==> src/sv/mld_pkg.sv <==
// ----------------------------------------------------------------------------
// mld_pkg
// Types and constants shared by the magic word length deframer modules.
// ----------------------------------------------------------------------------
package mld_pkg;

  localparam int unsigned CFG_INDEX_W = 1;

  localparam logic [CFG_INDEX_W-1:0] REG_SYNC_WORD    = 1'd0;
  localparam logic [CFG_INDEX_W-1:0] REG_MAX_BODY_LEN = 1'd1;

  localparam logic [31:0] SYNC_WORD_RESET    = 32'hFEFE_FEFE;
  localparam logic [31:0] MAX_BODY_LEN_RESET = 32'd65535;

  // Index of the final length byte within the header.
  localparam logic [1:0] LEN_LAST_IDX = 2'd3;

  typedef enum logic [1:0] {
    PH_HUNT   = 2'd0,
    PH_HEADER = 2'd1,
    PH_BODY   = 2'd2
  } phase_t;

  typedef enum logic [1:0] {
    KIND_BODY     = 2'd0,
    KIND_OVERSIZE = 2'd1,
    KIND_ZERO_LEN = 2'd2
  } kind_t;

  typedef struct packed {
    logic [31:0] sync_word;
    logic [31:0] max_body_len;
  } cfg_t;

  typedef struct packed {
    logic [1:0]  kind;
    logic [7:0]  body_byte;
    logic        last_of_frame;
    logic [31:0] frame_length;
  } result_t;

endpackage

==> src/sv/magic_length_deframer_top.sv <==
// ----------------------------------------------------------------------------
// magic_length_deframer_top
// Splits a byte stream into sync-word, length-prefixed frames.
// ----------------------------------------------------------------------------
// Input channel (in_valid/in_ready, rx_byte) takes one byte per transaction.
// The block hunts for the sync word in a four-byte window, collects a 4-byte
// big-endian length, then forwards each body byte with last_of_frame set on
// the final one. A length over max_body_len or of zero gives one error result
// on the fourth length byte and returns to the hunt. Sync and header bytes
// give no result.
// Output channel (out_valid/out_ready) carries kind, body_byte,
// last_of_frame and frame_length. A result is registered in the output
// register, or in the skid stage on a stall; one byte is taken every cycle
// while in_ready is high, and the per-byte state update is combinational.
// A stalled receiver is absorbed by a one-entry skid stage: in_ready drops
// once the output register and the skid stage are both full.
// The configuration channel (cfg_valid/cfg_ready) is always ready; write it
// only while the block is idle. Synchronous reset restores the register
// defaults, empties the output and restarts the hunt.
// ----------------------------------------------------------------------------
module magic_length_deframer_top (
  input  logic                           clk,
  input  logic                           rst,
  input  logic                           in_valid,
  output logic                           in_ready,
  input  logic [7:0]                     rx_byte,
  output logic                           out_valid,
  input  logic                           out_ready,
  output logic [1:0]                     kind,
  output logic [7:0]                     body_byte,
  output logic                           last_of_frame,
  output logic [31:0]                    frame_length,
  input  logic                           cfg_valid,
  output logic                           cfg_ready,
  input  logic [mld_pkg::CFG_INDEX_W-1:0] cfg_index,
  input  logic [31:0]                    cfg_data
);

  mld_pkg::cfg_t    cfg;
  mld_pkg::result_t res;
  mld_pkg::result_t out_data;
  logic             res_valid;
  logic             accept;

  assign accept = in_valid && in_ready;

  mld_cfg_regs u_cfg_regs (
    .clk       (clk),
    .rst       (rst),
    .cfg_valid (cfg_valid),
    .cfg_ready (cfg_ready),
    .cfg_index (cfg_index),
    .cfg_data  (cfg_data),
    .cfg       (cfg)
  );

  mld_parser u_parser (
    .clk       (clk),
    .rst       (rst),
    .cfg       (cfg),
    .accept    (accept),
    .rx_byte   (rx_byte),
    .res_valid (res_valid),
    .res       (res)
  );

  mld_out_buf u_out_buf (
    .clk       (clk),
    .rst       (rst),
    .push      (res_valid),
    .push_data (res),
    .space     (in_ready),
    .out_valid (out_valid),
    .out_ready (out_ready),
    .out_data  (out_data)
  );

  assign kind          = out_data.kind;
  assign body_byte     = out_data.body_byte;
  assign last_of_frame = out_data.last_of_frame;
  assign frame_length  = out_data.frame_length;

endmodule

==> src/sv/mld_cfg_regs.sv <==
// ----------------------------------------------------------------------------
// mld_cfg_regs
// Configuration register file: sync word and maximum body length.
// ----------------------------------------------------------------------------
module mld_cfg_regs (
  input  logic                           clk,
  input  logic                           rst,
  input  logic                           cfg_valid,
  output logic                           cfg_ready,
  input  logic [mld_pkg::CFG_INDEX_W-1:0] cfg_index,
  input  logic [31:0]                    cfg_data,
  output mld_pkg::cfg_t                  cfg
);

  assign cfg_ready = 1'b1;

  always_ff @(posedge clk) begin
    if (rst) begin
      cfg.sync_word    <= mld_pkg::SYNC_WORD_RESET;
      cfg.max_body_len <= mld_pkg::MAX_BODY_LEN_RESET;
    end else if (cfg_valid && cfg_ready) begin
      case (cfg_index)
        mld_pkg::REG_SYNC_WORD:    cfg.sync_word    <= cfg_data;
        mld_pkg::REG_MAX_BODY_LEN: cfg.max_body_len <= cfg_data;
        default: begin
        end
      endcase
    end
  end

endmodule

==> src/sv/mld_parser.sv <==
// ----------------------------------------------------------------------------
// mld_parser
// Frame state machine: sync hunt, length collection and body pass-through.
// ----------------------------------------------------------------------------
module mld_parser (
  input  logic             clk,
  input  logic             rst,
  input  mld_pkg::cfg_t    cfg,
  input  logic             accept,
  input  logic [7:0]       rx_byte,
  output logic             res_valid,
  output mld_pkg::result_t res
);

  mld_pkg::phase_t phase, phase_next;
  logic [31:0] sync_window, sync_window_next;
  logic [1:0]  header_count, header_count_next;
  logic [31:0] announced_length, announced_length_next;
  logic [31:0] body_count, body_count_next;

  logic [31:0] window_shift;
  logic [31:0] length_shift;
  logic [31:0] count_inc;
  logic        sync_hit;
  logic        len_final;
  logic        len_over;
  logic        len_zero;
  logic        body_last;

  assign window_shift = {rx_byte, sync_window[31:8]};
  assign length_shift = {announced_length[23:0], rx_byte};
  assign count_inc    = body_count + 32'd1;
  assign sync_hit     = (window_shift == cfg.sync_word);
  assign len_final    = (header_count == mld_pkg::LEN_LAST_IDX);
  assign len_over     = (length_shift > cfg.max_body_len);
  assign len_zero     = (length_shift == 32'd0);
  assign body_last    = (count_inc >= announced_length);

  // Next state.
  always_comb begin
    phase_next            = phase;
    sync_window_next      = sync_window;
    header_count_next     = header_count;
    announced_length_next = announced_length;
    body_count_next       = body_count;
    case (phase)
      mld_pkg::PH_HEADER: begin
        announced_length_next = length_shift;
        if (len_final) begin
          if (len_over || len_zero) begin
            phase_next        = mld_pkg::PH_HUNT;
            sync_window_next  = '0;
            header_count_next = '0;
          end else begin
            phase_next        = mld_pkg::PH_BODY;
            body_count_next   = '0;
            header_count_next = '0;
          end
        end else begin
          header_count_next = header_count + 2'd1;
        end
      end
      mld_pkg::PH_BODY: begin
        body_count_next = count_inc;
        if (body_last) begin
          phase_next        = mld_pkg::PH_HUNT;
          sync_window_next  = '0;
          header_count_next = '0;
        end
      end
      default: begin
        // The unused phase code behaves as the hunt.
        phase_next       = mld_pkg::PH_HUNT;
        sync_window_next = window_shift;
        if (sync_hit) begin
          phase_next            = mld_pkg::PH_HEADER;
          header_count_next     = '0;
          announced_length_next = '0;
        end
      end
    endcase
  end

  // Result of the byte being accepted.
  always_comb begin
    res_valid = 1'b0;
    res       = '0;
    case (phase)
      mld_pkg::PH_HEADER: begin
        res.frame_length = length_shift;
        if (len_final && len_over) begin
          res_valid = accept;
          res.kind  = mld_pkg::KIND_OVERSIZE;
        end else if (len_final && len_zero) begin
          res_valid = accept;
          res.kind  = mld_pkg::KIND_ZERO_LEN;
        end
      end
      mld_pkg::PH_BODY: begin
        res_valid         = accept;
        res.kind          = mld_pkg::KIND_BODY;
        res.body_byte     = rx_byte;
        res.last_of_frame = body_last;
        res.frame_length  = announced_length;
      end
      default: begin
        res_valid = 1'b0;
      end
    endcase
  end

  always_ff @(posedge clk) begin
    if (rst) begin
      phase            <= mld_pkg::PH_HUNT;
      sync_window      <= '0;
      header_count     <= '0;
      announced_length <= '0;
      body_count       <= '0;
    end else if (accept) begin
      phase            <= phase_next;
      sync_window      <= sync_window_next;
      header_count     <= header_count_next;
      announced_length <= announced_length_next;
      body_count       <= body_count_next;
    end
  end

endmodule

==> src/sv/mld_out_buf.sv <==
// ----------------------------------------------------------------------------
// mld_out_buf
// Output register with a skid stage, so input ready comes from a flop.
// ----------------------------------------------------------------------------
module mld_out_buf (
  input  logic             clk,
  input  logic             rst,
  input  logic             push,
  input  mld_pkg::result_t push_data,
  output logic             space,
  output logic             out_valid,
  input  logic             out_ready,
  output mld_pkg::result_t out_data
);

  logic             skid_valid;
  mld_pkg::result_t skid_data;
  logic             taken;

  assign space = !skid_valid;
  assign taken = out_valid && out_ready;

  always_ff @(posedge clk) begin
    if (rst) begin
      out_valid  <= 1'b0;
      skid_valid <= 1'b0;
    end else if (skid_valid) begin
      if (taken) begin
        skid_valid <= 1'b0;
      end
    end else if (push) begin
      if (out_valid && !out_ready) begin
        skid_valid <= 1'b1;
      end else begin
        out_valid <= 1'b1;
      end
    end else if (taken) begin
      out_valid <= 1'b0;
    end
  end

  always_ff @(posedge clk) begin
    if (skid_valid) begin
      if (taken) begin
        out_data <= skid_data;
      end
    end else if (push) begin
      if (out_valid && !out_ready) begin
        skid_data <= push_data;
      end else begin
        out_data <= push_data;
      end
    end
  end

endmodule

==> config.mk <==
export PLATFORM = sky130hd
export DESIGN_NAME = magic_length_deframer_top
export DESIGN_NICKNAME = d
export VERILOG_FILES = /design/src/sv/mld_pkg.sv /design/src/sv/magic_length_deframer_top.sv /design/src/sv/mld_cfg_regs.sv /design/src/sv/mld_parser.sv /design/src/sv/mld_out_buf.sv
export SDC_FILE = /design/constraint.sdc
export NUM_CORES = 1
export LEC_CHECK = 0
export ABC_AREA = 0
export BUFFER_PORTS_ARGS = -buffer_cell sky130_fd_sc_hd__buf_2
export CAP_MARGIN = 20
export CORE_UTILIZATION = 60
export CTS_BUF_LIST = sky130_fd_sc_hd__clkbuf_4 sky130_fd_sc_hd__clkbuf_8 sky130_fd_sc_hd__clkbuf_16
export DETAILED_ROUTE_END_ITERATION = 10
export PLACE_DENSITY_LB_ADDON = 0.1
export SLEW_MARGIN = 10
export SYNTH_ARGS = -nofsm -noshare
export SYNTH_HDL_FRONTEND = slang
export SYNTH_SLANG_ARGS = --single-unit
==> constraint.sdc <==
create_clock -name clk -period 6.4 [get_ports clk]
set_clock_uncertainty 0.2 [all_clocks]
set_input_delay 0.32 -clock clk [delete_from_list [all_inputs] [get_ports clk]]
set_output_delay 0.32 -clock clk [all_outputs]
set_load 0.05 [all_outputs]
==> impl_metrics.py <==
metrics = {
    "floorplan": {
        "ioPinCount": 92,
        "core_um2": 20200,
        "start_util": 0.612,
        "die_w_um": 146,
        "die_height_um": 146,
        "floorplan.die_area_um2": 21200,
        "core.rowCount": 52,
    },
    "logic_synthesis": {
        "synth_warnings": 0,
        "postSynthAreaPerCell_um2": 9.23,
        "synth_cells": 1342,
        "synth_cell_type_count": 73,
        "synth-seq-area-share": 0.464,
        "post_synth_edffs": 86,
        "dominantRegCellSynth": "sky130_fd_sc_hd__dfxtp_1",
        "synth_seq_cells": 244,
        "postSynth.asyncResetShare": 0,
        "netlist_area_um2": 12400,
        "synth_fp_nets": 1456,
    },
    "place": {
        "place_hpwl_um": 20900,
        "dpl.cell_count": 1628,
        "place.gp.congestion": 0.884,
        "placement.io_buffers": 90,
    },
    "layout": {
        "final_layout_size_suffix_gt1_frac": 0.130,
        "seqCellArea_um2": 5750,
        "n_fill_cell": 1555,
        "n_antenna_cell": 0,
        "finish.net_count": 1540,
        "combined_area_of_the_multi_input_logic_cells_um2": 6010,
        "layout.cells.non_filler": 1716,
        "area_delta_synth_final_pct": 15.2,
    },
    "global_routing": {
        "grt_util_all_layers": 0.296,
        "globalRouteOverflowTotal": 0,
        "grt_start_max_net_pins": 117,
        "grt_first_pass_wirelength_um": 50500,
        "number_of_antenna_violations_at_the_first_check_in_global_routing": 0,
        "first_global_vias": 9402,
    },
    "setup_path": {
        "reg2regPathDepth": 15,
        "critical_path.cell_chain": "ha_1 > nand3_2 > nor2_1 > and4_1 > nand4_1 > xnor2_1 > ha_1 > nand4_1 > nor2_1 > o221ai_1 > nand4b_1 > a211oi_2 > a211oi_4 > buf_4 > mux2i_1",
        "worst_r2r_setup_slack_ns": 2.27,
        "r2r_end": "u_parser.sync_window[20]",
        "worst-endpoint-required_ns": 6.66,
        "crit_arrival_ns": 4.39,
        "worst_setup_path_end_kind": "flip-flop",
        "setup.worst_path.class": "flip-flop to flip-flop",
        "r2r-start": "u_parser.body_count[0]",
        "worst_path_largest_cell_delay_ns": 0.47,
        "crit_path_max_fanout": 24,
        "critPathSlowestCell": "sky130_fd_sc_hd__and4_1",
        "worst_setup_path_start_kind": "flip-flop",
    },
    "worst_hold_path": {
        "holdCritStartpoint": "rx_byte[5]",
        "hold_path_end": "u_parser.sync_window[29]",
        "hold_wc_path_type": "primary input to flip-flop",
        "worst_hold_path.num_cells": 3,
    },
    "timing": {
        "tns_ns": 0,
        "headroom_to_the_max_slew_limit": 0.292,
        "timing.fmax_mhz": 242,
        "min_period_over_period": 0.646,
        "final_hold_violations": 0,
        "finalSetupViolations": 0,
        "maxSlewViolCount": 0,
        "timing_worst_slew_pin_value_ns": 1.06,
        "hold-worst-slack_ns": 0.0122,
        "unrepaired_setup_endpoints_after_global_routing": "no",
        "post_route_minimum_period_ns": 4.13,
    },
    "clock_network": {
        "ctsLongestPathBuffers": 3,
        "cts_max_level": 1,
        "cts_setup_buffers": 0,
        "clk_latency_ns": 0.53,
        "cts_tree": "built",
        "cts_hold_buffers": 39,
        "clk_root_buffer_cell": "sky130_fd_sc_hd__clkbuf_16",
        "cts-buffers-inserted": 26,
        "cts.reportedPaths.clkPinSlew_ns": 0.07,
        "cts_sinks": 244,
        "cts_resized": 0,
    },
    "pwr": {
        "cellPowerDensity_nw_per_um2": 238,
        "power.static_leakage_nw": 5.49,
        "worst_ir_drop_vdd_mv": 0.189,
        "total_power_mw": 3.40,
    },
    "status": {
        "run_status": "completed",
    },
    "routing": {
        "route.detailed.vias_per_inst": 6.07,
        "routed_wire_length_per_instance_um": 18.7,
        "detail_route.drc_violations": 0,
        "detail_route.wirelength_um": 32000,
        "drtIter0Drc": 1030,
        "via_total_after_detailed_routing": 10400,
        "drt-pass1-iter-count": 6,
        "ant_nets": 0,
    },
    "flow_run": {
        "cap_viol_max_count": 0,
    },
}
==> state kept, by name (all words and copies together), names as in the netlist <==
signal	count
u_parser.phase	2
u_out_buf.out_data	43
u_parser.announced_length	32
u_parser.header_count	2
u_out_buf.skid_valid	1
u_parser.body_count	32
u_out_buf.out_valid	1
u_parser.sync_window	24
u_cfg_regs.cfg	64
u_out_buf.skid_data	43
==> cell type report <==
class | count | share of cell area
sequential | 244 | 0.403
inverter | 77 | 0.0203
clock buffer | 32 | 0.0492
clock inverter | 16 | 0.0133
timing repair buffer | 144 | 0.0696
tap | 270 | 0.0237
multi-input combinational | 933 | 0.421
==> report_power, final <==
group          switching, mW  total [mW]  internal [mW]
sequential            0.0191        1.64           1.62
clock                  0.620        1.56          0.941
combinational          0.115       0.196         0.0801
==> metrics by stage <==
stage               cell area [µm²]  utilization  setup slack, ns
floorplan                     12400            -            0.942
global placement              12900        0.639             2.41
detailed placement            13000        0.640             2.31
CTS                           14200        0.704             2.29
global route                  14300        0.705             1.99
finish                        14300        0.705             2.27
==> cell usage in the layout (no fill, tap or decap), drive strengths merged, types with 10 or more instances in the layout <==
| cell | synthesis | final |
|---|---|---|
| nand2 | 225 | 225 |
| dfxtp | 158 | 158 |
| buf | 19 | 105 |
| nor2 | 90 | 90 |
| edfxtp | 86 | 86 |
| nand3 | 80 | 80 |
| inv | 77 | 76 |
| ha | 68 | 68 |
| a22oi | 64 | 64 |
| a21oi | 63 | 63 |
| xnor2 | 54 | 54 |
| dlygate4sd3 | 0 | 39 |
| o31ai | 37 | 37 |
| clkbuf | 69 | 32 |
| mux2i | 30 | 30 |
| nand4 | 28 | 28 |
| nor3 | 23 | 23 |
| nor4 | 19 | 19 |
| o211ai | 18 | 18 |
| clkinv | 0 | 12 |
| and2 | 11 | 11 |
| a32o | 11 | 11 |
| o21ai | 11 | 11 |
| a21o | 10 | 10 |
==> worst max-delay path: cells and delay by family (launching register included) <==
kind	cells	cell delay, ns
compound gates	3	0.44
xor+xnor	1	0.18
fa+ha+maj	2	0.56
buf+inv	1	0.42
flops	1	0.41
mux	1	0.26
simple gates	7	1.59
==> cells in the mapped netlist (18+ instances only) <==
cell,count,share of area
sky130_fd_sc_hd__nand2_1,225,0.068
sky130_fd_sc_hd__edfxtp_1,86,0.21
sky130_fd_sc_hd__dfxtp_1,158,0.26
sky130_fd_sc_hd__o31ai_1,37,0.022
sky130_fd_sc_hd__xnor2_1,54,0.038
sky130_fd_sc_hd__nor4_1,18,0.0091
sky130_fd_sc_hd__mux2i_1,30,0.024
sky130_fd_sc_hd__nand3_1,78,0.032
sky130_fd_sc_hd__a21oi_1,62,0.025
sky130_fd_sc_hd__o211ai_1,18,0.011
sky130_fd_sc_hd__ha_1,68,0.069
sky130_fd_sc_hd__inv_1,75,0.023
sky130_fd_sc_hd__nor2_1,89,0.027
sky130_fd_sc_hd__nand4_1,27,0.014
sky130_fd_sc_hd__nor3_1,22,0.0089
sky130_fd_sc_hd__a22oi_1,64,0.039
sky130_fd_sc_hd__clkbuf_1,69,0.021
==> cells by family after synthesis <==
logic type      after synthesis  synth area share
flops                       244             0.464
simple gates                503             0.185
xor+xnor                     62            0.0438
compound gates              260             0.152
buf+inv                     165            0.0538
mux                          39            0.0324
fa+ha+maj                    68            0.0687
other cells                   1          0.000303
==> worst max-delay path by stage <==
stage,from,end,cells after the start
after CTS,u_parser.body_count[0],u_parser.sync_window[20],15
after global placement,u_parser.body_count[0],u_parser.sync_window[19],15
final,u_parser.body_count[0],u_parser.sync_window[20],15
after global routing,u_parser.body_count[0],u_parser.sync_window[17],15
after detailed placement,u_parser.body_count[0],u_parser.sync_window[17],15
after floorplan,u_parser.announced_length[6],u_out_buf.skid_data[0],7
==> per-layer routing <==
layer	part of all wire	GRT usage	up-vias
met5	0	0	-
li1	-	-	4972
met1	0.44	0.423	4906
met4	0.028	0.0953	0
met3	0.087	0.0558	74
met2	0.45	0.454	459
Note: power is estimated with default switching activity, not from simulation.
